--- src/sv/rule_id_extractor_assert.svh ---
// ----------------------------------------------------------------------------
// rule id extractor assertion macros
// concurrent assertion wrappers used by rie_emit
// ----------------------------------------------------------------------------
`ifndef RULE_ID_EXTRACTOR_ASSERT_SVH
`define RULE_ID_EXTRACTOR_ASSERT_SVH

// same-cycle implication
`define RIE_ASSERT_SAME(label, clk, rst, ante, cons, msg) \
   label: assert property (@(posedge clk) disable iff (rst) (ante) |-> (cons)) \
      else $error(msg);

// next-cycle implication
`define RIE_ASSERT_NEXT(label, clk, rst, ante, cons, msg) \
   label: assert property (@(posedge clk) disable iff (rst) (ante) |=> (cons)) \
      else $error(msg);

`endif

--- src/sv/rie_capmem.sv ---
// ----------------------------------------------------------------------------
// rie_capmem
// two-bank capture store of one matcher, registered read
// ----------------------------------------------------------------------------
module rie_capmem #(
   parameter int ADDR_W = 6
) (
   input  logic              clock,
   input  logic              wr_en,
   input  logic [ADDR_W:0]   wr_addr,
   input  logic [7:0]        wr_data,
   input  logic [ADDR_W:0]   rd_addr,
   output logic [7:0]        rd_data
);

   localparam int DEPTH = 2 ** (ADDR_W + 1);

   logic [7:0] mem_ff [DEPTH];
   logic [7:0] rd_data_ff;

   always_ff @(posedge clock) begin
      if (wr_en) begin
         mem_ff[wr_addr] <= wr_data;
      end
      rd_data_ff <= mem_ff[rd_addr];
   end

   assign rd_data = rd_data_ff;

endmodule

--- config.mk ---
export PLATFORM = sky130hd
export DESIGN_NAME = rie_capmem
export DESIGN_NICKNAME = d
export VERILOG_FILES = /design/src/sv/rule_id_extractor_assert.svh /design/src/sv/rie_capmem.sv
export SDC_FILE = /design/constraint.sdc
export NUM_CORES = 1
export LEC_CHECK = 0
export ABC_AREA = 0
export BUFFER_PORTS_ARGS = -buffer_cell sky130_fd_sc_hd__clkbuf_2
export CAP_MARGIN = 20
export CORE_ASPECT_RATIO = 1.25
export CORE_MARGIN = 8
export CORE_UTILIZATION = 35
export DETAILED_ROUTE_END_ITERATION = 10
export HOLD_SLACK_MARGIN = 0.06
export PLACE_DENSITY_LB_ADDON = 0.12
export REMOVE_ABC_BUFFERS = 1
export SYNTH_ARGS = -nofsm -noshare
export SYNTH_HDL_FRONTEND = slang
export SYNTH_SLANG_ARGS = --single-unit
--- constraint.sdc ---
create_clock -name clock -period 3.33 [get_ports clock]
set_clock_uncertainty 0.2 [all_clocks]
set_input_delay 0.8325 -clock clock [delete_from_list [all_inputs] [get_ports clock]]
set_output_delay 0.8325 -clock clock [all_outputs]
set_load 0.02 [all_outputs]
# Yosys cells after proc, flatten, opt, wreduce, memory -nomap -nowiden
# Memory sizes are Yosys's and may differ from the RTL's. A register that Yosys moved wholly into a read port is not among the register bits.
# Cells that the tools add are included.
# op_classes
n_mux	2
# ops
cell	count
two-way mux 1 bit	2
# totals
ff_bits	0
ramBits	1024
inputBits	24
output_inout_bits	8
word_cells	3
memories	1
# memory_table
memory	words	word_bits	read_ports	rd_ports_with_merged_regs	wr	line	rtl
mem_ff	128	8	1	1	1	rie_capmem.sv:18	logic [7:0] mem_ff [DEPTH];

# Logic depth before layout (Yosys ltp)
# Gate-level depths: netlist (run 1).
# logic_depth
ltp_word	2
mapped_depth	7
ltp_nobuf	4

# Worst setup path after synthesis (run 1)
# OpenSTA, ideal clock, no wires.
# synth_timing
path_kind	in2reg
from	in rd_addr[0]
to	reg rd_data_ff[0] (netlist: rd_data[0]), read port of mem_ff
setup_time_ns	0.121
arrival_ns	3.216
required_time_ns	3.009
slack_ns	-0.207
stages	6
n_path_buf	2
cell_sequence	clkbuf_1 > buf_1 > mux4_2 > mux4_2 > mux4_2 > mux2_2
# synth_rtl
item	line	rtl
start: declaration	rie_capmem.sv:12	input logic [ADDR_W:0] rd_addr,
end: declaration	rie_capmem.sv:19	logic [7:0] rd_data_ff;

==> results.tsv, run 1 <==
stage	metric	value	unit
finish	share of cells above drive strength 1	38.6	%
global_route	initial antenna violation count	5	
synth	Synth top cells by count	1024 x edfxtp_1, 336 x mux4_2, 122 x nor2_1, 44 x clkbuf_1, 18 x buf_1	
setup_path	slowest CP cell	mux4_2	
routing	DR vias	18049	
finish	multi-input logic area	8350	µm²
timing	final worst slack	0.0894	ns
setup_path	critical path arrival	3.60	ns
place	dpl cells	3305	
place	Port Buf Inserts	31	
routing	drt wl/cell	29.3	µm
routing	Final ANT Viol Nets	0	
floorplan	Die X	317	µm
timing	setup TNS	0	ns
synth	post-synth top area cell	edfxtp_1	
pwr	PD cells	578	nW/µm²
synth	FF+latch count, synth	1032	
setup_path	CP peak stage delay	0.58	ns
floorplan	Rows	138	
routing	DR iter-0 viols	1457	
setup_path	critical path's most frequent cell	mux4_2	
setup_path	CP endpoint kind	flop	
setup_path	critical path type	in -> reg	
timing	Period minus WS final	3.24	ns
floorplan	Ports	32	
global_route	number of global-route vias before repair	19329	
run	max_cap viols	0	
routing	DRC	0	
setup_path	CP startpoint kind	primary input	
clocking	postcts setup bufs	0	
min_path	hold crit path type	in -> reg	
finish	Post-Layout Cell Count	3491	
clocking	clk slew on worst S/H paths	0.06	ns
clocking	clk root buf	clkbuf_16	
floorplan	core area	113000	µm²
timing	Least-Margin Pin Slew	0.772	ns
global_route	largest net degree at the start of global routing	129	
finish	Area Overhead vs Synth	18.4	%
timing	fmax	309	MHz
setup_path	CP required	3.69	ns
setup_path	Worst path top cell family by delay	multiplexers	
finish	Final #Nets	1959	
clocking	# resized after CTS	0	
synth	Main synth FF type	edfxtp_1	
synth	number of synthesized flops with an enable pin	1024	
clocking	CTS Buf Count	98	
timing	final setup vio count	0	
setup_path	critical path peak fanout	21	
routing	DR pass1 iterations	5	
timing	final hold vios	0	
floorplan	chip height	392	µm
timing	Final Slew Violations	0	
pwr	worst vdd ir	0.698	mV
finish	Storage cell area	30900	µm²
global_route	total track usage	16.7	%
synth	async set-reset flop share out of synthesis	0	%
place	pre-CTS setup slack	-0.646	ns
synth	syn avg cell area	24.3	µm²
finish	Fill cells	9715	
clocking	clock sinks	1032	
floorplan	Initial Util	35.2	%
synth	synth unique cells	17	
synth	Seq/Total Area, Yosys	77.9	%
clocking	hold_buf cts	0	
clocking	H-tree depth	3	
global_route	global-route wire length before repair	147000	µm
synth	synth warn	0	
global_route	Overflow after GRT	0	
routing	vias per cell	5.17	
setup_path	crit path cell chain	buf_8 > buf_12 > buf_4 > mux4_2 > mux4_2 > mux4_2 > mux2_2	
synth	post-synth top area share	77.5	%
synth	largest cells by area after synthesis	edfxtp_1 78%, mux4_2 19%, nor2_1 1.2%	
synth	Syn Std Cell Area	39700	µm²
clocking	Skew-Pair Late Insertion Delay	0.69	ns
place	RePlAce Congestion	0.783	
timing	RSZ-0062 raised after global routing	false	
run_status	status	complete, no violations	
synth	most frequent cell after synthesis	edfxtp_1	
floorplan	DIE AREA	124000	µm²
place	Detailed Place HPWL	67400	µm
pwr	P_leak	14.8	nW
timing	final worst-path cycle share	97.3	%
timing	slew margin rel.	48.4	%
synth	Syn Inst Count	1635	
clocking	Max clock buf depth	3	
clocking	CTS tree	done	
routing	final wirelength	102000	µm
setup_path	Buf+Inv Stages, Crit Path	3	
==> flip-flops by register name (all words and copies together) (netlist names) <==
name,cells
rd_data,8
mem_ff,1024
==> where the power goes <==
group | internal [mW] | switching (mW) | total (mW)
clock network | 6.43 | 4.79 | 11.2
registers | 14.3 | 0.0377 | 14.4
logic | 0.659 | 0.876 | 1.53
total | 21.4 | 5.71 | 27.1
==> layout make-up <==
class                           count  share of cell area [%]
Antenna cell                        4                  0.0213
Clock buffer                      116                    5.37
Clock inverter                     66                    1.45
Multi-Input combinational cell    514                    17.8
Sequential cell                  1032                    65.8
Tap cell                         1470                    3.92
Timing Repair Buffer              289                    5.62
==> per-layer routing <==
layer  global-route usage [%]  up-vias  share of wire, %
li1                         -     7636                 -
met2                     29.6      352                53
met3                     2.15      111               3.6
met4                     4.58        4               2.0
met5                        0        -             0.023
met1                     21.5     9946                41
==> cells in the final DEF (no fill, tap or decap) <==
master | Yosys | final
clkbuf_1 | 44 | 18
clkinv_8 | 0 | 1
edfxtp_1 | 1024 | 1024
diode_2 | 0 | 4
bufinv_16 | 0 | 13
nand2b_1 | 2 | 2
clkbuf_16 | 0 | 98
inv_6 | 0 | 6
buf_4 | 11 | 228
clkinv_2 | 0 | 23
mux4_2 | 336 | 336
nor2_1 | 122 | 122
clkinv_1 | 0 | 19
nor3_1 | 9 | 9
nand4_1 | 3 | 3
mux2_2 | 8 | 8
nand2_1 | 14 | 14
nor2b_1 | 7 | 7
buf_12 | 0 | 40
or3_1 | 1 | 1
clkbuf_2 | 0 | 19
buf_8 | 0 | 2
dfxtp_1 | 8 | 8
clkinv_4 | 0 | 4
nand3_1 | 12 | 12
==> kinds of logic (layout without fill, tap and decap cells) <==
kind of cell | after synthesis | in the layout | share of synthesized area (%)
simple gates | 170 | 170 | 1.76
other cells | 0 | 4 | 0
mux | 344 | 344 | 19.3
buf+inv | 89 | 471 | 1.01
flops | 1032 | 1032 | 77.9
==> final timing paths <==
path                                     start        endpoint  slack, ns  depth (start not counted)
worst max-delay path                rd_addr[0]      rd_data[0]       0.09                          7
worst min-delay path                wr_data[2]  mem_ff[120][2]       0.43                          1
worst max register to register   mem_ff[84][0]      rd_data[0]       0.65                          4
worst min register to register  mem_ff[107][4]      rd_data[4]       0.94                          4
==> metrics by stage <==
| step | instance area, µm² | power [mW] | hold slack (ns) | util, % |
|---|---|---|---|---|
| floorplan | 39300 | 15.2 | 0.731 | - |
| global route | 46900 | 28.0 | 0.424 | 41.6 |
| CTS | 46900 | 27.5 | 0.390 | 41.6 |
| detailed placement | 43700 | 16.2 | 0.931 | 38.8 |
| global placement | 43700 | 16.2 | 0.927 | 38.8 |
| finish | 47000 | 27.1 | 0.432 | 41.6 |
==> worst reg2reg max path, stage by stage (launching register included) <==
cell	delay, ns
edfxtp_1	0.36
mux4_2	0.52
mux4_2	0.53
mux4_2	0.60
mux2_2	0.33
No activity file was read; power rests on OpenSTA's default activity.
==> inputs of run 2 (changes only) <==
CORE_UTILIZATION = 40   (was 35)
==> run 2 against run 1 <==
  * Flip-flop and latch count stayed put
  * Combinational power hardly changed
  * Global-route usage is 1.4 points higher
  * Largest cell class unchanged
  * Final area is 0.59% lower
  * First-iteration DRC count is 18% higher
  * Critical endpoint is now rd_data[6]
  * Register-to-register slack hardly changed
  * Fmax is 2.6% higher
  * Largest power group unchanged
  * Wire length is 3.1% lower
  * Non-clock buffer count is 14 lower
  * Sequential power hardly changed
  * Utilization is 5.7 points higher
==> results.tsv, run 2 (same netlist as run 1, synthesis figures left out) <==
stage	metric	value	unit	change
clocking	clk slew on worst S/H paths	0.06	ns	about the same
clocking	hold_buf cts	0		unchanged
finish	commonest non-fill, non-tap cell in the layout	edfxtp_1		unchanged
global_route	number of global-route vias before repair	19321		about the same
pwr	P_leak	14.7	nW	was 14.8 nW
setup_path	critical path arrival	3.51	ns	was 3.60 ns
routing	DRC	0		unchanged
routing	final wirelength	99200	µm	was 102000 µm
finish	Final #Nets	1950		was 1959
clocking	CTS Buf Count	103		was 98
clocking	CTS tree	done		unchanged
floorplan	core area	98600	µm²	was 113000 µm²
floorplan	chip height	368	µm	was 392 µm
finish	Biggest register	mem_ff		unchanged
finish	share of cells above drive strength 1	38.0	%	was 38.6%
clocking	Skew-Pair Late Insertion Delay	0.67	ns	was 0.69 ns
finish	antenna cells	0		was 4
global_route	initial antenna violation count	1		was 5
clocking	clock sinks	1032		unchanged
global_route	global-route wire length before repair	144000	µm	was 147000 µm
global_route	total track usage	18.1	%	was 16.7%
pwr	Sw Ratio	20.8	%	was 21.0%
finish	commonest cells after routing, fill and taps aside	1024 x edfxtp_1, 336 x mux4_2, 220 x buf_4, 122 x nor2_1, 104 x clkbuf_16		was 1024 x edfxtp_1, 336 x mux4_2, 228 x buf_4, 122 x nor2_1, 98 x clkbuf_16
place	Detailed Place HPWL	65100	µm	was 67400 µm
pwr	P_sw	5.68	mW	was 5.71 mW
pwr	worst vdd ir	0.373	mV	was 0.698 mV
timing	final setup vio count	0		unchanged
routing	vias per cell	5.49		was 5.17
routing	DR iter-0 viols	1721		was 1457
setup_path	CP startpoint kind	primary input		unchanged
setup_path	CP endpoint kind	flop		unchanged
timing	Least-Margin Pin Slew	0.693	ns	was 0.772 ns
timing	fmax	317	MHz	was 309 MHz
routing	DR vias	18209		was 18.0k
floorplan	Die X	298	µm	was 317 µm
clocking	# resized after CTS	0		unchanged
clocking	postcts setup bufs	0		unchanged
clocking	clk root buf	clkbuf_16		unchanged
floorplan	DIE AREA	110000	µm²	was 124000 µm²
pwr	Power Total	27.4	mW	was 27.1 mW
run	max_cap viols	0		unchanged
timing	slew margin rel.	53.8	%	was 48.4%
pwr	Gate power share	5.5	%	was 5.7%
clocking	Max clock buf depth	3		unchanged
setup_path	critical path peak fanout	31		was 21
timing	final hold vios	0		unchanged
finish	Area Overhead vs Synth	17.7	%	was 18.4%
pwr	internal power	21.7	mW	was 21.4 mW
finish	Fill cells	8059		was 9715
global_route	Overflow after GRT	0		unchanged
min_path	hold crit path type	in -> reg		unchanged
timing	setup TNS	0	ns	unchanged
floorplan	Initial Util	40.2	%	was 35.2%
floorplan	Ports	32		unchanged
pwr	Flop pwr share	52.6	%	was 53.0%
timing	Final Slew Violations	0		unchanged
timing	final worst-path cycle share	94.8	%	was 97.3%
run_status	status	complete, no violations		unchanged
setup_path	CP required	3.69	ns	about the same
place	Port Buf Inserts	31		unchanged
pwr	PD cells	586	nW/µm²	was 578 nW/µm²
timing	Period minus WS final	3.16	ns	was 3.24 ns
floorplan	Rows	129		was 138
routing	DR pass1 iterations	5		unchanged
finish	max FFs per register	1024		unchanged
global_route	largest net degree at the start of global routing	81		was 129
routing	Final ANT Viol Nets	0		unchanged
routing	drt wl/cell	29.9	µm	was 29.3 µm
place	RePlAce Congestion	0.798		was 0.783
timing	RSZ-0062 raised after global routing	false		unchanged
pwr	clock group share of total power	42.0	%	was 41.4%
clocking	H-tree depth	3		unchanged
setup_path	critical path type	in -> reg		unchanged
-- run 2: changes by cell type in the layout (fill, tap and decap cells not counted), sizes merged --
cell      previous run  this run
clkinv              47        41
buf                270       256
diode                4         0
inv                  6         4
clkbuf             135       138
clkinvlp             0         6
-- run 2: per-layer routing --
layer | share of wire [%] | up-vias | track usage, %
met2 | 50 | 439 | 30.5
met3 | 3.9 | 109 | 2.11
met4 | 2.2 | 0 | 5.08
met1 | 44 | 10049 | 24.9
met5 | 0 | - | 0
li1 | - | 7612 | -
-- run 2: final cells by class --
type                            instances  area, µm²  area share (%)
Clock inverter                         64        656            1.40
Clock buffer                          119       2660            5.70
Tap cell                             1310       1640            3.51
Multi-Input combinational cell        514       8350            17.9
Sequential cell                      1032      30900            66.2
Timing Repair Buffer                  275       2460            5.26
-- run 2: metrics by stage --
| step | cells | setup WS (ns) | cell area, µm² | hold slack (ns) | util, % |
|---|---|---|---|---|---|
| floorplan | 1546 | 0.549 | 39300 | 0.731 | - |
| global placement | 3131 | -0.555 | 43400 | 0.919 | 44.0 |
| detailed placement | 3131 | -0.560 | 43400 | 0.906 | 44.0 |
| CTS | 3314 | 0.162 | 46700 | 0.317 | 47.3 |
| global route | 3314 | 0.116 | 46700 | 0.335 | 47.3 |
| finish | 3314 | 0.173 | 46700 | 0.352 | 47.3 |
-- run 2: worst paths after layout --
| kind | from | endpoint | slack (ns) | cells past startpoint |
|---|---|---|---|---|
| max | rd_addr[0] | rd_data[6] | 0.17 | 7 |
| min | wr_data[2] | mem_ff[58][2] | 0.35 | 1 |
| max reg2reg | mem_ff[94][4] | rd_data[4] | 0.64 | 4 |
| min reg2reg | mem_ff[104][1] | rd_data[1] | 0.92 | 4 |
-- run 2: critical path, cell delays in order --
cell and delay, ns:
buf_8 0.19, buf_12 0.28, buf_4 0.23, mux4_2 0.51
mux4_2 0.54, mux4_2 0.57, mux2_2 0.28
-- run 2: power groups by stage --
stage / clock (mW) / sequential, mW / combinational (mW)
after floorplan: 0 / 14.7 / 0.551
after global placement: 0 / 14.7 / 1.52
after detailed placement: 0 / 14.7 / 1.54
after CTS: 11.7 / 14.4 / 1.54
after global routing: 12.2 / 14.4 / 1.59
final: 11.5 / 14.4 / 1.50
==> inputs of run 3 (changes only) <==
clock period = 2.6 ns   (was 3.33 ns; I/O delays follow)
==> run 3 against run 2 <==
  * The flow now finishes with violations (negative setup slack)
  * Wire length is 1.4% higher
  * Sequential share of layout area is 1.2 points lower
  * First-iteration DRC count is 0.17% higher
  * Critical path depth stayed put
  * Sequential power is 28% higher
  * Combinational power is 39% higher
  * Via count is 0.36% higher
  * Critical path type unchanged
==> results.tsv, run 3 (same netlist as run 1, synthesis figures left out) <==
stage	metric	value	unit	change
run_status	status	complete, but fails checks		was complete, no violations
run_status	failing checks	negative setup slack		
timing	Period minus WS final	2.76	ns	
global_route	number of global-route vias before repair	19363		was 19.3k
floorplan	chip height	368	µm	unchanged
finish	Area Overhead vs Synth	19.9	%	was 17.7%
timing	Least-Margin Pin Slew	0.685	ns	was 0.693 ns
setup_path	critical path peak fanout	8		was 31
floorplan	core area	98600	µm²	unchanged
setup_path	CP required	2.95	ns	was 3.69 ns
clocking	Skew-Pair Late Insertion Delay	0.67	ns	about the same
floorplan	Initial Util	40.2	%	unchanged
clocking	Max clock buf depth	3		unchanged
finish	max FFs per register	1024		unchanged
clocking	hold_buf cts	0		unchanged
setup_path	CP endpoint kind	flop		unchanged
place	Detailed Place HPWL	66200	µm	was 65100 µm
clocking	clk slew on worst S/H paths	0.06	ns	about the same
finish	final instance area	47500	µm²	was 46700 µm²
finish	antenna cells	0		unchanged
pwr	P_leak	15.2	nW	was 14.7 nW
pwr	Power Total	34.8	mW	was 27.4 mW
routing	vias per cell	5.42		was 5.49
setup_path	slowest CP cell	mux4_2		unchanged
finish	Final #Nets	2002		was 1950
floorplan	DIE AREA	110000	µm²	unchanged
timing	final setup vio count	8		was 0
global_route	Overflow after GRT	0		unchanged
setup_path	CP peak stage delay	0.56	ns	was 0.57 ns
timing	Final Slew Violations	0		unchanged
finish	commonest non-fill, non-tap cell in the layout	edfxtp_1		unchanged
finish	share of cells above drive strength 1	40.0	%	was 38.0%
global_route	largest net degree at the start of global routing	65		was 81
routing	drt wl/cell	29.8	µm	was 29.9 µm
place	RePlAce Congestion	0.782		was 0.798
routing	Final ANT Viol Nets	0		unchanged
finish	commonest cells after routing, fill and taps aside	1024 x edfxtp_1, 336 x mux4_2, 237 x buf_4, 122 x nor2_1, 104 x clkbuf_16		was 1024 x edfxtp_1, 336 x mux4_2, 220 x buf_4, 122 x nor2_1, 104 x clkbuf_16
setup_path	critical path arrival	3.10	ns	was 3.51 ns
clocking	clk root buf	clkbuf_16		unchanged
routing	DR iter-0 viols	1724		was 1721
timing	final worst slack	-0.157	ns	was 0.173 ns
global_route	total track usage	18.4	%	was 18.1%
setup_path	critical path type	in -> reg		unchanged
global_route	initial antenna violation count	3		was 1
clocking	CTS Buf Count	100		was 103
floorplan	Die X	298	µm	unchanged
clocking	clock sinks	1032		unchanged
place	pre-CTS setup slack	-1.03	ns	was -0.560 ns
setup_path	CP startpoint kind	primary input		unchanged
routing	final wirelength	101000	µm	was 99200 µm
floorplan	Rows	129		unchanged
finish	Layout Utilization	48.2	%	was 47.3%
timing	final hold vios	0		unchanged
timing	slew margin rel.	54.3	%	was 53.8%
min_path	hold crit path type	in -> reg		unchanged
setup_path	critical path's most frequent cell	mux4_2		unchanged
finish	Fill cells	7849		was 8059
timing	final worst-path cycle share	106	%	
routing	DRC	0		unchanged
timing	setup TNS	-1.08	ns	was 0 ns
clocking	H-tree depth	3		unchanged
clocking	CTS tree	done		unchanged
pwr	worst vdd ir	0.594	mV	was 0.373 mV
place	Port Buf Inserts	31		unchanged
timing	RSZ-0062 raised after global routing	true		was false
floorplan	Ports	32		unchanged
global_route	global-route wire length before repair	146000	µm	was 144000 µm
timing	WHS	0.199	ns	was 0.352 ns
pwr	PD cells	733	nW/µm²	was 586 nW/µm²
run	max_cap viols	0		unchanged
finish	Post-Layout Cell Count	3372		was 3314
place	placed cell area	43900	µm²	was 43400 µm²
routing	DR pass1 iterations	5		unchanged
finish	Biggest register	mem_ff		unchanged
setup_path	crit path cell chain	buf_16 > buf_12 > buf_12 > mux4_2 > mux4_2 > mux4_2 > mux2_4		was buf_8 > buf_12 > buf_4 > mux4_2 > mux4_2 > mux4_2 > mux2_2
routing	DR vias	18274		was 18.2k
place	dpl cells	3162		was 3131
timing	fmax	363	MHz	
[run 3: cell types whose count changed in the layout (fill, tap and decap cells not counted), sizes merged]
cell      delta
inv          -1
bufbuf       +1
clkinv       +9
clkbuf       +4
buf         +53
bufinv       -4
clkinvlp     -4
[run 3: worst paths after layout]
path / cells after the start / slack, ns / to / from
max: 7 / -0.16 / rd_data[7] / rd_addr[0]
min: 1 / 0.20 / mem_ff[104][2] / wr_data[2]
max reg2reg: 4 / -0.06 / rd_data[6] / mem_ff[55][6]
min reg2reg: 4 / 0.95 / rd_data[0] / mem_ff[104][0]
[run 3: cell type report]
class,count,area (µm²),share of cell area [%]
clock inverter,64,568,1.19
tap,1310,1640,3.45
multi-input combinational,514,8360,17.6
sequential,1032,30900,65.0
clock buffer,122,2680,5.63
timing repair buffer,330,3380,7.11
[run 3: metal layers]
metal  up-vias  global-route usage (%)  wire length (µm)
met5         -                       0                 0
met1      9980                    24.0             40900
met4         0                    4.37              1840
met3       103                    2.90              4830
met2       458                    32.2             53100
li1       7733                       -                 -
[run 3: repair_timing]
item / CTS / global route
setup buffers: 19 / 0
setup endpoints to repair: 8 / 8
gates resized for setup: 24 / 5
hold endpoints to repair: 0 / 0
cloned: 4 / 1
[run 3: power by group]
group          total (mW)  switching, mW  leakage (nW)  internal [mW]
Combinational        2.08           1.14          4.35          0.935
Sequential           18.4         0.0475          9.27           18.4
Clock                14.3           6.11          1.61           8.22
[run 3: critical path: cells and delay by family]
kind / cells / cell delay [ns]
buffers and inverters: 3 / 0.48
muxes: 4 / 1.94
