<file path="src/sv/rule_id_extractor_assert.svh">
// ----------------------------------------------------------------------------
// rule id extractor assertion macros
// concurrent assertion wrappers used by rie_emit
// ----------------------------------------------------------------------------
`ifndef RULE_ID_EXTRACTOR_ASSERT_SVH
`define RULE_ID_EXTRACTOR_ASSERT_SVH

// same-cycle implication
`define RIE_ASSERT_SAME(label, clk, rst, ante, cons, msg) \
   label: assert property (@(posedge clk) disable iff (rst) (ante) |-> (cons)) \
      else $error(msg);

// next-cycle implication
`define RIE_ASSERT_NEXT(label, clk, rst, ante, cons, msg) \
   label: assert property (@(posedge clk) disable iff (rst) (ante) |=> (cons)) \
      else $error(msg);

`endif

</file>
<file path="src/sv/rie_pkg.sv">
// ----------------------------------------------------------------------------
// rie_pkg
// shared types, marker tables and character classes of the rule id extractor
// ----------------------------------------------------------------------------
package rie_pkg;

   localparam int MAX_ID_LEN_DEF = 63;
   localparam int MARKER_CNT     = 5;
   localparam int MARKER_W       = 3;
   localparam int PROG_W         = 3;
   localparam int MARKER_MAXLEN  = 5;
   localparam int COLON_IDX      = 4;
   localparam int CAP_W          = 7;

   localparam logic [CAP_W-1:0] CAP_RESET = 7'd64;

   typedef enum logic [1:0] {
      STATUS_NONE = 2'd0,
      STATUS_OK   = 2'd1,
      STATUS_BAD  = 2'd2
   } status_type;

   typedef struct packed {
      status_type          status;
      logic [MARKER_W-1:0] sel;
      logic                bank;
   } job_type;

   typedef struct packed {
      logic pend_full;
      logic act_holds;
      logic act_bank;
   } emit_busy_type;

   typedef struct packed {
      status_type status;
      logic [7:0] id_char;
      logic       id_end;
   } rsp_item_type;

   localparam logic [7:0] MARKER_TEXT [MARKER_CNT][MARKER_MAXLEN] = '{
      '{8'h5B, 8'h69, 8'h64, 8'h20, 8'h22},
      '{8'h5B, 8'h69, 8'h64, 8'h20, 8'h27},
      '{8'h69, 8'h64, 8'h20, 8'h22, 8'h00},
      '{8'h69, 8'h64, 8'h20, 8'h27, 8'h00},
      '{8'h69, 8'h64, 8'h3A, 8'h00, 8'h00}
   };

   localparam logic [PROG_W-1:0] MARKER_LEN [MARKER_CNT] = '{
      3'd5, 3'd5, 3'd4, 3'd4, 3'd3
   };

   localparam logic [7:0] CLOSE_QUOTE [MARKER_CNT] = '{
      8'h22, 8'h27, 8'h22, 8'h27, 8'h00
   };

   function automatic logic [7:0] marker_char(input logic [MARKER_W-1:0] m,
                                              input logic [PROG_W-1:0] p);
      logic [7:0] c;
      c = 8'h00;
      if (m < MARKER_W'(MARKER_CNT) && p < PROG_W'(MARKER_MAXLEN)) begin
         c = MARKER_TEXT[m][p];
      end
      return c;
   endfunction

   function automatic logic id_char_ok(input logic [7:0] c);
      return (c >= 8'h30 && c <= 8'h39) || (c >= 8'h41 && c <= 8'h5A) ||
             (c >= 8'h61 && c <= 8'h7A) || c == 8'h5F || c == 8'h2D ||
             c == 8'h2E || c == 8'h3A;
   endfunction

   function automatic logic is_white(input logic [7:0] c);
      return c == 8'h20 || (c >= 8'h09 && c <= 8'h0D);
   endfunction

endpackage

</file>
<file path="src/sv/rie_if.sv">


interface rie_rsp_if;
   logic       valid;
   logic       ready;
   logic [1:0] status;
   logic [7:0] id_char;
   logic       id_end;

   modport source (output valid, output status, output id_char, output id_end,
                   input ready);
   modport sink   (input valid, input status, input id_char, input id_end,
                   output ready);
endinterface


</file>
<file path="src/sv/rie_emit.sv">
// ----------------------------------------------------------------------------
// rie_emit
// job queue, capture read sequencer and two-entry result buffer
// ----------------------------------------------------------------------------
module rie_emit
   import rie_pkg::*;
#(
   parameter int MAX_ID_LEN = MAX_ID_LEN_DEF,
   parameter int ADDR_W     = $clog2(MAX_ID_LEN + 1)
) (
   input  logic              clock,
   input  logic              reset,
   input  logic              job_valid,
   input  job_type           job,
   input  logic [ADDR_W-1:0] job_len,
   output emit_busy_type     busy,
   output logic [ADDR_W:0]   rd_addr,
   input  logic [7:0]        rd_data [MARKER_CNT],
   rie_rsp_if.source         rsp
);

   `include "rule_id_extractor_assert.svh"

   logic                pend_valid_ff, pend_valid_in;
   job_type             pend_ff, pend_in;
   logic [ADDR_W-1:0]   pend_len_ff, pend_len_in;
   logic                act_valid_ff, act_valid_in;
   job_type             act_ff, act_in;
   logic [ADDR_W-1:0]   act_len_ff, act_len_in;
   logic [ADDR_W-1:0]   k_ff, k_in;
   logic                p_valid_ff;
   status_type          p_status_ff;
   logic                p_end_ff;
   logic [MARKER_W-1:0] p_sel_ff;
   rsp_item_type        fifo_ff [2];
   logic                wr_ptr_ff;
   logic                rd_ptr_ff;
   logic [1:0]          cnt_ff, cnt_in;

   logic                pop;
   logic [2:0]          occ;
   logic                issue;
   logic [ADDR_W-1:0]   k_next;
   logic                is_end;
   logic                act_free;
   logic [7:0]          sel_char;
   rsp_item_type        push_item;

   assign pop      = rsp.valid && rsp.ready;
   assign occ      = {1'b0, cnt_ff} + {2'b00, p_valid_ff};
   assign issue    = act_valid_ff && (occ < 3'd2 || pop);
   assign k_next   = k_ff + ADDR_W'(1);
   assign is_end   = (act_ff.status != STATUS_OK) || (k_next == act_len_ff);
   assign act_free = !act_valid_ff || (issue && is_end);
   assign rd_addr  = {act_ff.bank, k_ff};

   always_comb begin
      pend_valid_in = pend_valid_ff;
      pend_in       = pend_ff;
      pend_len_in   = pend_len_ff;
      act_valid_in  = act_valid_ff;
      act_in        = act_ff;
      act_len_in    = act_len_ff;
      k_in          = k_ff;
      if (act_free) begin
         act_valid_in = pend_valid_ff;
         act_in       = pend_ff;
         act_len_in   = pend_len_ff;
         k_in         = '0;
         pend_valid_in = 1'b0;
      end else if (issue) begin
         k_in = k_next;
      end
      if (job_valid) begin
         pend_valid_in = 1'b1;
         pend_in       = job;
         pend_len_in   = job_len;
      end
   end

   always_comb begin
      sel_char = '0;
      if (p_status_ff == STATUS_OK && p_sel_ff < MARKER_W'(MARKER_CNT)) begin
         sel_char = rd_data[p_sel_ff];
      end
      push_item.status  = p_status_ff;
      push_item.id_char = sel_char;
      push_item.id_end  = p_end_ff;
      cnt_in = cnt_ff + {1'b0, p_valid_ff} - {1'b0, pop};
   end

   always_ff @(posedge clock) begin
      if (reset) begin
         pend_valid_ff <= 1'b0;
         act_valid_ff  <= 1'b0;
         k_ff          <= '0;
         p_valid_ff    <= 1'b0;
         wr_ptr_ff     <= 1'b0;
         rd_ptr_ff     <= 1'b0;
         cnt_ff        <= '0;
      end else begin
         pend_valid_ff <= pend_valid_in;
         act_valid_ff  <= act_valid_in;
         k_ff          <= k_in;
         p_valid_ff    <= issue;
         cnt_ff        <= cnt_in;
         if (p_valid_ff) begin
            wr_ptr_ff <= !wr_ptr_ff;
         end
         if (pop) begin
            rd_ptr_ff <= !rd_ptr_ff;
         end
      end
   end

   always_ff @(posedge clock) begin
      pend_ff     <= pend_in;
      pend_len_ff <= pend_len_in;
      act_ff      <= act_in;
      act_len_ff  <= act_len_in;
      p_status_ff <= act_ff.status;
      p_end_ff    <= is_end;
      p_sel_ff    <= act_ff.sel;
      if (p_valid_ff) begin
         fifo_ff[wr_ptr_ff] <= push_item;
      end
   end

   assign busy.pend_full = pend_valid_ff;
   assign busy.act_holds = act_valid_ff && act_ff.status == STATUS_OK;
   assign busy.act_bank  = act_ff.bank;

   assign rsp.valid   = cnt_ff != 2'd0;
   assign rsp.status  = fifo_ff[rd_ptr_ff].status;
   assign rsp.id_char = fifo_ff[rd_ptr_ff].id_char;
   assign rsp.id_end  = fifo_ff[rd_ptr_ff].id_end;

   `RIE_ASSERT_SAME(a_occ_limit, clock, reset, 1'b1, occ <= 3'd2, "result buffer overfilled")
   `RIE_ASSERT_SAME(a_rd_in_range, clock, reset, issue && act_ff.status == STATUS_OK, k_ff < act_len_ff, "read beyond id")
   `RIE_ASSERT_SAME(a_pend_overrun, clock, reset, job_valid, !pend_valid_ff, "job queue overrun")
   `RIE_ASSERT_NEXT(a_end_frees, clock, reset, issue && is_end && !pend_valid_ff && !job_valid, !act_valid_ff, "finished job not released")

endmodule
</file>
<file path="src/flat_wrapper.sv">
// flat-port wrapper written by rule: the top's interface ports become plain ports
module rie_emit_flat import rie_pkg::*;
#(
   parameter int MAX_ID_LEN = MAX_ID_LEN_DEF,
   parameter int ADDR_W     = $clog2(MAX_ID_LEN + 1)
)
  (clock, reset, job_valid, job, job_len, busy, rd_addr, rd_data, rsp_valid, rsp_status, rsp_id_char, rsp_id_end, rsp_ready);
  rie_rsp_if rsp_i ();
  input  logic clock;
  input  logic reset;
  input  logic job_valid;
  input  job_type job;
  input  logic [ADDR_W-1:0] job_len;
  output emit_busy_type busy;
  output logic [ADDR_W:0] rd_addr;
  input  logic [7:0] rd_data[MARKER_CNT];
  output wire logic [$bits(rsp_i.valid)-1:0] rsp_valid;
  output wire logic [$bits(rsp_i.status)-1:0] rsp_status;
  output wire logic [$bits(rsp_i.id_char)-1:0] rsp_id_char;
  output wire logic [$bits(rsp_i.id_end)-1:0] rsp_id_end;
  input wire logic [$bits(rsp_i.ready)-1:0] rsp_ready;
  assign rsp_valid = rsp_i.valid;
  assign rsp_status = rsp_i.status;
  assign rsp_id_char = rsp_i.id_char;
  assign rsp_id_end = rsp_i.id_end;
  assign rsp_i.ready = rsp_ready;
  rie_emit #(.MAX_ID_LEN(MAX_ID_LEN), .ADDR_W(ADDR_W)) u_core (.clock(clock), .reset(reset), .job_valid(job_valid), .job(job), .job_len(job_len), .busy(busy), .rd_addr(rd_addr), .rd_data(rd_data), .rsp(rsp_i));
endmodule
</file>
<file path="config.mk">
export PLATFORM = sky130hd
export DESIGN_NAME = rie_emit_flat
export DESIGN_NICKNAME = d
export VERILOG_FILES = /design/src/sv/rie_pkg.sv /design/src/sv/rie_if.sv /design/src/sv/rie_emit.sv /design/src/flat_wrapper.sv
export VERILOG_INCLUDE_DIRS = /design/src /design/src/sv
export SDC_FILE = /design/constraint.sdc
export NUM_CORES = 1
export LEC_CHECK = 0
export BUFFER_PORTS_ARGS = -buffer_cell sky130_fd_sc_hd__buf_2
export CAP_MARGIN = 5
export CORE_MARGIN = 4
export CORE_UTILIZATION = 55
export DETAILED_ROUTE_END_ITERATION = 8
export HOLD_SLACK_MARGIN = 0.03
export PLACE_DENSITY_LB_ADDON = 0.3
export SLEW_MARGIN = 5
export SYNTH_ARGS = -nofsm -noshare
export SYNTH_HDL_FRONTEND = slang
export SYNTH_SLANG_ARGS = --single-unit
</file>
<file path="constraint.sdc">
create_clock -name clock -period 3.5 [get_ports clock]
set_clock_uncertainty 0.1 [all_clocks]
set_input_delay 0.35 -clock clock [delete_from_list [all_inputs] [get_ports clock]]
set_output_delay 0.35 -clock clock [all_outputs]
set_load 0.02 [all_outputs]
</file>
# --- Word level (Yosys, flattened, before mapping) ---
# Memories as Yosys holds them, arrays and structs flattened. A register that Yosys moved wholly into a read port is not among the register bits.
# Index checks and enable logic that the tools add are counted.
totals:
  ram_bits: 22
  elab_cells: 55
  out_inout_bits: 22
  mem_count: 1
  in_bits: 56
  ff_bits: 43
classes:
  muxes: 10
  magnitude_cmp: 3
  reduce_logical: 14
  bitwise: 1
  addsub: 4
  n_eq_ne: 4
mem_list:
  columns: ["memory", "depth", "word_bits", "rd", "rd_ports_with_merged_regs", "write_ports", "line", "rtl"]
  rows:
  - ["u_core.fifo_ff", 2, 11, 1, 1, 1, "rie_emit.sv:35", "rsp_item_type fifo_ff [2];"]
op_table:
  columns: ["cell", "n"]
  rows:
  - ["8-bit binary-select mux with 3-bit select", 1]
  - ["8-bit two-way mux", 3]
  - ["6-bit by 1-bit adder with 6-bit output (second input constant)", 1]
  - ["6-bit equality test", 1]
  - ["1-bit two-way mux", 6]
  - ["1-bit logical AND", 5]
  - ["2-bit by 1-bit equality test with 1-bit output (second input constant)", 2]
  - ["4-bit greater-or-equal comparator (second input constant)", 1]
  - ["3-bit NOT with 4-bit output", 1]
  - ["2-bit nonzero test", 2]
  - ["2-bit by 1-bit adder with 3-bit output", 1]
  - ["1-bit zero test", 3]
  - ["1-bit logical OR", 3]
  - ["3-bit by 2-bit < comparator with 1-bit output (second input constant)", 1]
  - ["3-bit < comparator (second input constant)", 1]
  - ["2-bit by 1-bit adder with 2-bit output", 1]
  - ["2-bit by 1-bit != test with 1-bit output (second input constant)", 1]
  - ["2-bit OR reduction", 1]
  - ["2-bit by 1-bit subtractor with 2-bit output", 1]

# --- Longest topological paths before layout ---
# Gate-level depths: netlist (run 1).
logic_depth:
  ltp_word: 8
  ltp_mapped: 8

# --- Least setup slack after synthesis (run 1) ---
# OpenSTA, ideal clock, no wires.
synth_timing:
  kind: "register to register"
  from: "register u_core.k_ff[0]"
  to: "register u_core.act_ff[1] (netlist bit) (enable)"
  t_arrival_ns: 1.833
  path_stages_with_launch: 6
  slack_ns: 1.222
  setup_ns: 0.345
  period_less_slack_ns: 2.278
  path_buffers: 0
  cell_sequence: "dfxtp_1 -> ha_1 -> xnor2_1 -> nand3_1 -> o31ai_4 -> a21bo_1"
synth_between:
  elab_chain_cells: 5
synth_lines:
  columns: ["element", "line", "rtl"]
  rows:
  - ["start: declaration", "rie_emit.sv:30", "logic [ADDR_W-1:0] k_ff, k_in;"]
  - ["start signal: assignment", "rie_emit.sv:104", "k_ff <= k_in;"]
  - ["6-bit by 1-bit adder with 6-bit output", "rie_emit.sv:52", "assign k_next = k_ff + ADDR_W'(1);"]
  - ["via u_core.k_next[1]", "rie_emit.sv:43", "logic [ADDR_W-1:0] k_next;"]
  - ["6-bit equality test", "rie_emit.sv:53", "assign is_end = (act_ff.status != STATUS_OK) || (k_next == act_len_ff);"]
  - ["1-bit logical OR", "rie_emit.sv:53", null]
  - ["via u_core.is_end", "rie_emit.sv:44", "logic is_end;"]
  - ["1-bit logical AND", "rie_emit.sv:54", "assign act_free = !act_valid_ff || (issue && is_end);"]
  - ["1-bit logical OR", "rie_emit.sv:54", null]
  - ["via u_core.act_free", "rie_emit.sv:45", "logic act_free;"]
  - ["end signal: assignment", "rie_emit.sv:119", "act_ff <= act_in;"]
  - ["end: declaration", "rie_emit.sv:28", "job_type act_ff, act_in;"]
# The timed path passes the listed nets, and every way through them passes these cells.
# A chain may end at the register's enable or synchronous reset.

# --- Worst setup path in the final report (run 1) ---
layout_timing:
  from: "register u_core.k_ff[0]"
  to: "register u_core.act_ff[2] (netlist bit) (enable)"
layout_between:
  elab_chain_cells: 5
layout_lines:
  columns: ["element", "line"]
  rows:
  - ["6-bit by 1-bit adder with 6-bit output", "rie_emit.sv:52"]
  - ["6-bit equality test", "rie_emit.sv:53"]
  - ["1-bit logical OR", "rie_emit.sv:53"]
  - ["via u_core.is_end", "rie_emit.sv:44"]
  - ["1-bit logical AND", "rie_emit.sv:54"]
  - ["1-bit logical OR", "rie_emit.sv:54"]
  - ["via u_core.act_free", "rie_emit.sv:45"]
# The timed path passes the listed nets, and every way through them passes these cells.

==> out/summary.txt, run 1 <==
Outcome - complete, no violations
Remaining antenna violation count - 0
Syn_area_per_cell - 14.8 sq um
Main combinational cell family by area after synthesis - multiplexers
Final Hold Vio Count - 0
PortBufs - 77
Number of global-route vias before repair - 1700
#FFs+latches synth - 66
Xor and xnor area share after synthesis - 5.03%
Ys async rst share - 0%
Crit-path cells - ha_1, nand2b_1, o211ai_1, a31oi_1, o31ai_4, a21bo_1
Top Layer Used - met4
Largest net degree at the start of global routing - 14
Worst-Skew Late Latency - 0.33 ns
CP peak stage delay - 0.44 ns
Hold_buf cts - 0
Final GP Congestion - 0.866
Leakage Power - 1.35 nW
Setup CP Type - flip-flop to flip-flop
Peak VDD IR - 399 uV
Synth unique cells - 37
Yosys top cell area share - 50.0%
Starting DRT DRC Count - 45
Yosys top cell by area - edfxtp_1
Cts bufs inserted - 9
CTS Sinks - 66
Drt drc - 0
Setup TNS - 0 ns
Met1 WL - 2.11 mm
# diodes - 0
Top post-synthesis cells by area - edfxtp_1, dfxtp_1, mux4_2
Critical path arrival - 2.38 ns
Most used DFF post-synth - edfxtp_1
Die width - 78.8 microns
Gr usage total - 17.5%
Clock Path Buffers - 2
Setup violations, final - 0
Max-slew headroom - 39.4%
Root cell of the clock tree - clkbuf_8
Initial Util - 57.7%
Number of post-CTS setup repair buffers - 0
Crit path time final - 2.50 ns
Met2 WL - 2.35 mm
Share of layout cells above drive strength 1 - 43.1%
DR vias - 1671
First-pass GRT wire length - 8.02 mm
EDFF count, synth - 46
Layout Cells excl Fill - 336
# rows - 25
Detailed-route wire length - 4.85 mm
# nets final - 323
Sequential-to-total area share from yosys stat - 64.6%
Final worst-path cycle share - 71.3%
HPWL Detailed - 3.65 mm
Detailed-routed wire length on met3 - 288 microns
CTS tree - built
Mapped Cells - 186
Pwr/cell area - 552 nW/um^2
Net Count, Synth - 245
Hold Crit Class - input port to flip-flop
Initial antenna violation count - 0
Post-Synth Adder-Cell Area - 1.36%
F_max - 401 MHz
Drt via density - 4.97
DR pass1 iterations - 4
Core ar. - 4790 sq um
Post_cts resized - 0
Multiplexer area fraction after synthesis - 13.6%
Max Slew Vio Count - 0
Global route overflow - 0
Placed insts - 320
Die area - 6220 sq um
Post-Synth Simple-Gate Area - 8.39%
Number of I/O pins - 78
Clock-pin slew on the worst setup and hold paths - 0.07 ns
Syn Std Cell Area - 2760 sq um
Crit-path slowest cell - dfxtp_1
Area grow syn2layout - 22.0%
Max FO, Critical Path - 12
H-tree level count - 3
Critical path buffers and inverters - 0
Required @ worst endpoint - 3.38 ns
Max-Cap Viols - 0
RSZ-0062 raised after global routing - false
Die Height - 78.8 microns
Worst slew pin tran - 0.905 ns
Post-synthesis compound-gate area fraction - 4.62%
Startpoint Class - flip-flop
CP Capture Type - flip-flop
Synthesis warning total - 0
Largest delay share family, worst path - compound AO/OA/AOI/OAI gates
WL/cell - 14.4 microns
## worst register-to-register path, stage by stage, from the launching register on
cell	delay, ns
dfxtp_1	0.44
ha_1	0.25
nand2b_1	0.12
o211ai_1	0.20
a31oi_1	0.15
o31ai_4	0.44
a21bo_1	0.44
## synth_stat cells, types with 3 or more instances
master and n:
mux2i_1 7, mux2_2 11, nor2_1 18, inv_1 3
a211oi_1 5, nand2b_1 3, xnor2_1 7, ha_1 3
nor2b_1 3, a21oi_1 3, mux4_2 8, edfxtp_1 46
nand3_1 5, and2_1 3, clkbuf_1 5, nand2_1 5
xor2_1 7, dfxtp_1 20, buf_4 3
## cells by family (layout without fill, tap and decap cells)
group / Yosys count / after routing
muxes: 26 / 26
buffers and inverters: 13 / 96
AOI/OAI and AO/OA: 17 / 17
xor gates and xnor gates: 15 / 15
and+or+nand+nor: 46 / 46
adders and majority gates: 3 / 3
DFF: 66 / 66
## metal layers
| layer | up-vias | GRT usage, % |
|---|---|---|
| li1 | 840 | - |
| met1 | 773 | 20.9 |
| met2 | 48 | 27.8 |
| met3 | 10 | 6.58 |
| met4 | 0 | 9.11 |
| met5 | - | 0 |
## cell usage in the layout (no fill, tap or decap), types with 2 or more instances in the layout
| master | instances |
|---|---|
| and2_1 | 3 |
| nand3_1 | 5 |
| mux4_2 | 8 |
| nor3_1 | 2 |
| dfxtp_1 | 20 |
| a211oi_1 | 5 |
| xor2_1 | 7 |
| ha_1 | 3 |
| a21oi_1 | 3 |
| or2_2 | 2 |
| nand2b_1 | 3 |
| clkinvlp_4 | 2 |
| mux2i_1 | 7 |
| inv_1 | 3 |
| o21ai_1 | 2 |
| nor2b_1 | 3 |
| buf_2 | 77 |
| nor2_1 | 18 |
| edfxtp_1 | 46 |
| xnor2_1 | 7 |
| clkbuf_8 | 10 |
| nand2_1 | 5 |
| mux2_2 | 11 |
## worst paths after layout
path	from	end	slack, ns	depth (start not counted)
hold / removal	job_len[5]	u_core.pend_len_ff[5]$_DFFE_PP_	0.09	1
setup reg to reg	u_core.k_ff[0]$_SDFFE_PP0P_	u_core.act_ff[2]$_DFFE_PP_	1.00	6
hold reg to reg	u_core.act_ff[2]$_DFFE_PP_	u_core.p_sel_ff[1]$_DFF_P_	0.24	0
setup / recovery	u_core.k_ff[0]$_SDFFE_PP0P_	u_core.act_ff[2]$_DFFE_PP_	1.00	6
## sequential cells by signal, indices dropped and copies added (netlist names), 2 cells and up, named ones only
signal / count
u_core.p_sel_ff: 3
u_core.p_status_ff: 2
u_core.fifo_ff: 22
u_core.pend_ff: 6
u_core.k_ff: 6
u_core.cnt_ff: 2
u_core.pend_len_ff: 6
u_core.act_ff: 5
u_core.act_len_ff: 6
## final cells by class
| cell class | count | area, sq um |
|---|---|---|
| inverters | 3 | 11.3 |
| clock buffers | 11 | 141 |
| clock inverters | 5 | 53.8 |
| flip-flops and latches | 66 | 1780 |
| well taps | 67 | 83.8 |
| repair buffers | 77 | 385 |
| multi-input cells | 107 | 910 |
| fillers | 337 | 1420 |
## power by group
group	switching [W]	leakage (nW)	internal (W)
clock network	0.000260	0.0930	0.000344
logic	0.000146	0.648	0.000158
registers	0.0000545	0.610	0.000897
total	0.000461	1.35	0.00140
## through the flow
step / util (%) / worst slack [ns] / hold WS, ns / power, W / area (sq um)
3_5_place_dp: 66.3 / 1.06 / 0.227 / 0.00127 / 3170
3_3_place_gp: 66.3 / 1.17 / 0.226 / 0.00127 / 3170
4_1_cts: 70.4 / 1.04 / 0.0750 / 0.00188 / 3370
5_1_grt: 70.4 / 0.821 / 0.0609 / 0.00195 / 3370
6_report: 70.4 / 1.00 / 0.0913 / 0.00186 / 3370
2_1_floorplan: - / 1.22 / 0.223 / 0.00118 / 2760
No activity file was read; power rests on OpenSTA's default activity.
==> inputs of run 2 (changes only) <==
--- a/config.mk
+++ b/config.mk
@@ -6,10 +6,11 @@
 export SDC_FILE = /design/constraint.sdc
 export NUM_CORES = 1
 export LEC_CHECK = 0
+export ABC_AREA = 1
 export BUFFER_PORTS_ARGS = -buffer_cell sky130_fd_sc_hd__buf_2
 export CAP_MARGIN = 5
 export CORE_MARGIN = 4
-export CORE_UTILIZATION = 55
+export CORE_UTILIZATION = 47
 export DETAILED_ROUTE_END_ITERATION = 8
 export HOLD_SLACK_MARGIN = 0.03
 export PLACE_DENSITY_LB_ADDON = 0.3
==> constraint.sdc (replaced) <==
create_clock -name clock -period 2.1 [get_ports clock]
set_clock_uncertainty 0.1 [all_clocks]
set_input_delay 0.21 -clock clock [delete_from_list [all_inputs] [get_ports clock]]
set_output_delay 0.21 -clock clock [all_outputs]
set_load 0.02 [all_outputs]
==> out/summary.txt, run 2 <==
Share of layout cells above drive strength 1 - 36.6% (was 43.1%)
Area grow syn2layout - 27.0% (was 22.0%)
Ys async rst share - 0% (unchanged)
Leakage Power - 1.56 nW (was 1.35 nW)
Initial antenna violation count - 0 (unchanged)
Final Hold Vio Count - 0 (unchanged)
Global route overflow - 0 (unchanged)
CP peak stage delay - 0.52 ns (was 0.44 ns)
Number of post-CTS setup repair buffers - 0 (unchanged)
Required @ worst endpoint - 2.02 ns (was 3.38 ns)
Pre-CTS setup slack - 0.196 ns (was 1.06 ns)
# rows - 28 (was 25)
Startpoint Class - flip-flop (unchanged)
RSZ-0062 raised after global routing - false (unchanged)
#FFs+latches synth - 66 (unchanged)
HPWL Detailed - 4.21 mm (was 3.65 mm)
# nets final - 428 (was 323)
CP Capture Type - flip-flop (unchanged)
Top cell by count, worst path - nand2_2
Starting DRT DRC Count - 94 (was 45)
Max FO, Critical Path - 12 (unchanged)
Number of global-route vias before repair - 2116 (was 1700)
WL/cell - 12.8 microns (was 14.4 microns)
Final worst-path cycle share - 91.8% (was 71.3%)
Critical path buffers and inverters - 0 (unchanged)
Top post-synthesis cells by area - edfxtp_1, dfxtp_1, nor2_1 (was edfxtp_1, dfxtp_1, mux4_2)
# fillers - 498 (was 337)
Most used DFF post-synth - edfxtp_1 (unchanged)
Die Height - 86.7 microns (was 78.8 microns)
CTS Sinks - 66 (unchanged)
Hold Crit Class - input port to flip-flop (unchanged)
Peak VDD IR - 733 uV (was 399 uV)
Crit-path cells - nand2_2, nor2_4, nand2_2, nand2_2, nor2_1, nor2_2, nand3_2, nand2_4, nand2_4, nand2_2 (was ha_1, nand2b_1, o211ai_1, a31oi_1, o31ai_4, a21bo_1)
Setup violations, final - 0 (unchanged)
Largest net degree at the start of global routing - 17 (was 14)
Cts bufs inserted - 9 (unchanged)
DR pass1 iterations - 4 (unchanged)
Drt drc - 0 (unchanged)
Detailed-route wire length - 5.77 mm (was 4.85 mm)
Crit-path slowest cell - dfxtp_1 (unchanged)
Max-Cap Viols - 0 (unchanged)
Mapped Cells - 273 (was 186)
Initial Util - 48.8% (was 57.7%)
Number of I/O pins - 78 (unchanged)
# diodes - 0 (unchanged)
Synth unique cells - 35 (was 37)
Syn_area_per_cell - 10.7 sq um (was 14.8 sq um)
Clock-pin slew on the worst setup and hold paths - 0.07 ns (about the same)
Max Slew Vio Count - 0 (unchanged)
Setup CP Type - flip-flop to flip-flop (unchanged)
Drt via density - 4.87 (was 4.97)
Post_cts resized - 0 (unchanged)
DR vias - 2188 (was 1671)
Die width - 86.7 microns (was 78.8 microns)
Commonest non-fill, non-tap cell in the layout - buf_2 (unchanged)
EDFF count, synth - 46 (unchanged)
Yosys top cell area share - 47.5% (was 50.0%)
Die area - 7510 sq um (was 6220 sq um)
Max-slew headroom - 66.8% (was 39.4%)
Root cell of the clock tree - clkbuf_8 (unchanged)
Clock Path Buffers - 2 (unchanged)
H-tree level count - 3 (unchanged)
Gr usage total - 16.8% (was 17.5%)
CTS tree - built (unchanged)
Count leader, synth - edfxtp_1 (unchanged)
Worst slew pin tran - 0.497 ns (was 0.905 ns)
Outcome - complete, no violations (unchanged)
Net Count, Synth - 332 (was 245)
Critical path arrival - 1.85 ns (was 2.38 ns)
Yosys top cell by area - edfxtp_1 (unchanged)
Final GP Congestion - 0.811 (was 0.866)
Syn Std Cell Area - 2910 sq um (was 2760 sq um)
Core ar. - 5960 sq um (was 4790 sq um)
Final worst slack - 0.171 ns (was 1.00 ns)
Commonest cells in the netlist - edfxtp_1, nor2_1, nand2_1 (was edfxtp_1, dfxtp_1, nor2_1)
Synthesis warning total - 0 (unchanged)
Sequential-to-total area share from yosys stat - 61.2% (was 64.6%)
Multi-input gate area - 946 sq um (was 910 sq um)
Pwr/cell area - 910 nW/um^2 (was 552 nW/um^2)
Crit path time final - 1.93 ns (was 2.50 ns)
Worst-Skew Late Latency - 0.35 ns (was 0.33 ns)
PortBufs - 77 (unchanged)
Remaining antenna violation count - 0 (unchanged)
First-pass GRT wire length - 9.40 mm (was 8.02 mm)
Largest register FFs - 22 (unchanged)
Register area - 1780 sq um (unchanged)
Top reg by flops - u_core.fifo_ff (unchanged)
F_max - 518 MHz (was 401 MHz)
Setup TNS - 0 ns (unchanged)
Commonest cells after routing, fill and taps aside - buf_2, edfxtp_1, nor2_1 (was buf_2, edfxtp_1, dfxtp_1)
Largest delay share family, worst path - simple AND/OR/NAND/NOR gates (was compound AO/OA/AOI/OAI gates)
-- run 2: cell count changes after synthesis, moves of 7 or more --
cell / before / now
mux2i_1: 7 / 0
xnor2_1: 7 / 0
o21ai_1: 2 / 10
inv_1: 3 / 25
o21ai_0: 1 / 21
mux4_2: 8 / 0
nand2_1: 5 / 26
nor2_2: 0 / 7
nor2_1: 18 / 38
inv_2: 0 / 7
-- run 2: cells by family (layout without fill, tap and decap cells) --
| logic type | count (synthesis) | count (layout) | synth area share, % |
|---|---|---|---|
| and+or+nand+nor | 100 | 100 | 16.9 |
| xor gates and xnor gates | 2 | 2 | 0.602 |
| AOI/OAI and AO/OA | 48 | 48 | 9.33 |
| adders and majority gates | 3 | 3 | 1.29 |
| muxes | 11 | 11 | 4.26 |
| DFF | 66 | 66 | 61.2 |
| buffers and inverters | 43 | 144 | 6.32 |
-- run 2: routing by layer --
layer	share of wire [%]	GRT usage, %
met1	43	19.8
met2	48	26.6
met3	6.4	7.51
met4	2.2	7.37
met5	0	0
-- run 2: layout make-up --
| class | count | area share [%] |
|---|---|---|
| flip-flops and latches | 66 | 48.2 |
| multi-input cells | 164 | 25.6 |
| repair buffers | 95 | 15.0 |
| clock buffers | 11 | 3.83 |
| inverters | 33 | 3.35 |
| well taps | 75 | 2.54 |
| clock inverters | 5 | 1.49 |
-- run 2: final timing paths --
check                                                 start                                end  slack [ns]  cells past startpoint
worst max register to register  u_core.k_ff[2]$_SDFFE_PP0P_         u_core.act_ff[3]$_DFFE_PP_        0.17                     10
worst min-delay path                              job_valid  u_core.pend_valid_ff$_SDFFE_PP0P_        0.15                      3
worst min register to register   u_core.act_ff[3]$_DFFE_PP_         u_core.p_sel_ff[2]$_DFF_P_        0.24                      0
worst max-delay path            u_core.k_ff[2]$_SDFFE_PP0P_         u_core.act_ff[3]$_DFFE_PP_        0.17                     10
-- run 2: worst register-to-register path: stages (launching register included) --
cell,delay (ns)
dfxtp_1,0.52
nand2_2,0.11
nor2_4,0.12
nand2_2,0.07
nand2_2,0.07
nor2_1,0.05
nor2_2,0.10
nand3_2,0.10
nand2_4,0.08
nand2_4,0.06
nand2_2,0.22
-- run 2: per-stage QoR --
step	instances	area [sq um]	hold slack [ns]	power, W	utilization, %
final	449	3690	0.145	0.00336	62.0
after global routing	449	3690	0.138	0.00357	62.0
after CTS	449	3690	0.129	0.00340	62.0
after detailed placement	420	3370	0.228	0.00233	56.6
after global placement	420	3370	0.228	0.00231	56.6
after floorplan	273	2910	0.181	0.00212	-
-- run 2: power by group --
group | switching [W] | internal [W] | leakage (nW)
combinational | 0.000403 | 0.000284 | 0.853
sequential | 0.0000902 | 0.00154 | 0.608
clock | 0.000471 | 0.000576 | 0.0953
-- run 2: timing repair --
action	in CTS	in global routing
endpoints found under the setup margin	0	0
hold buffers	13	0
endpoints found under the hold margin	15	0
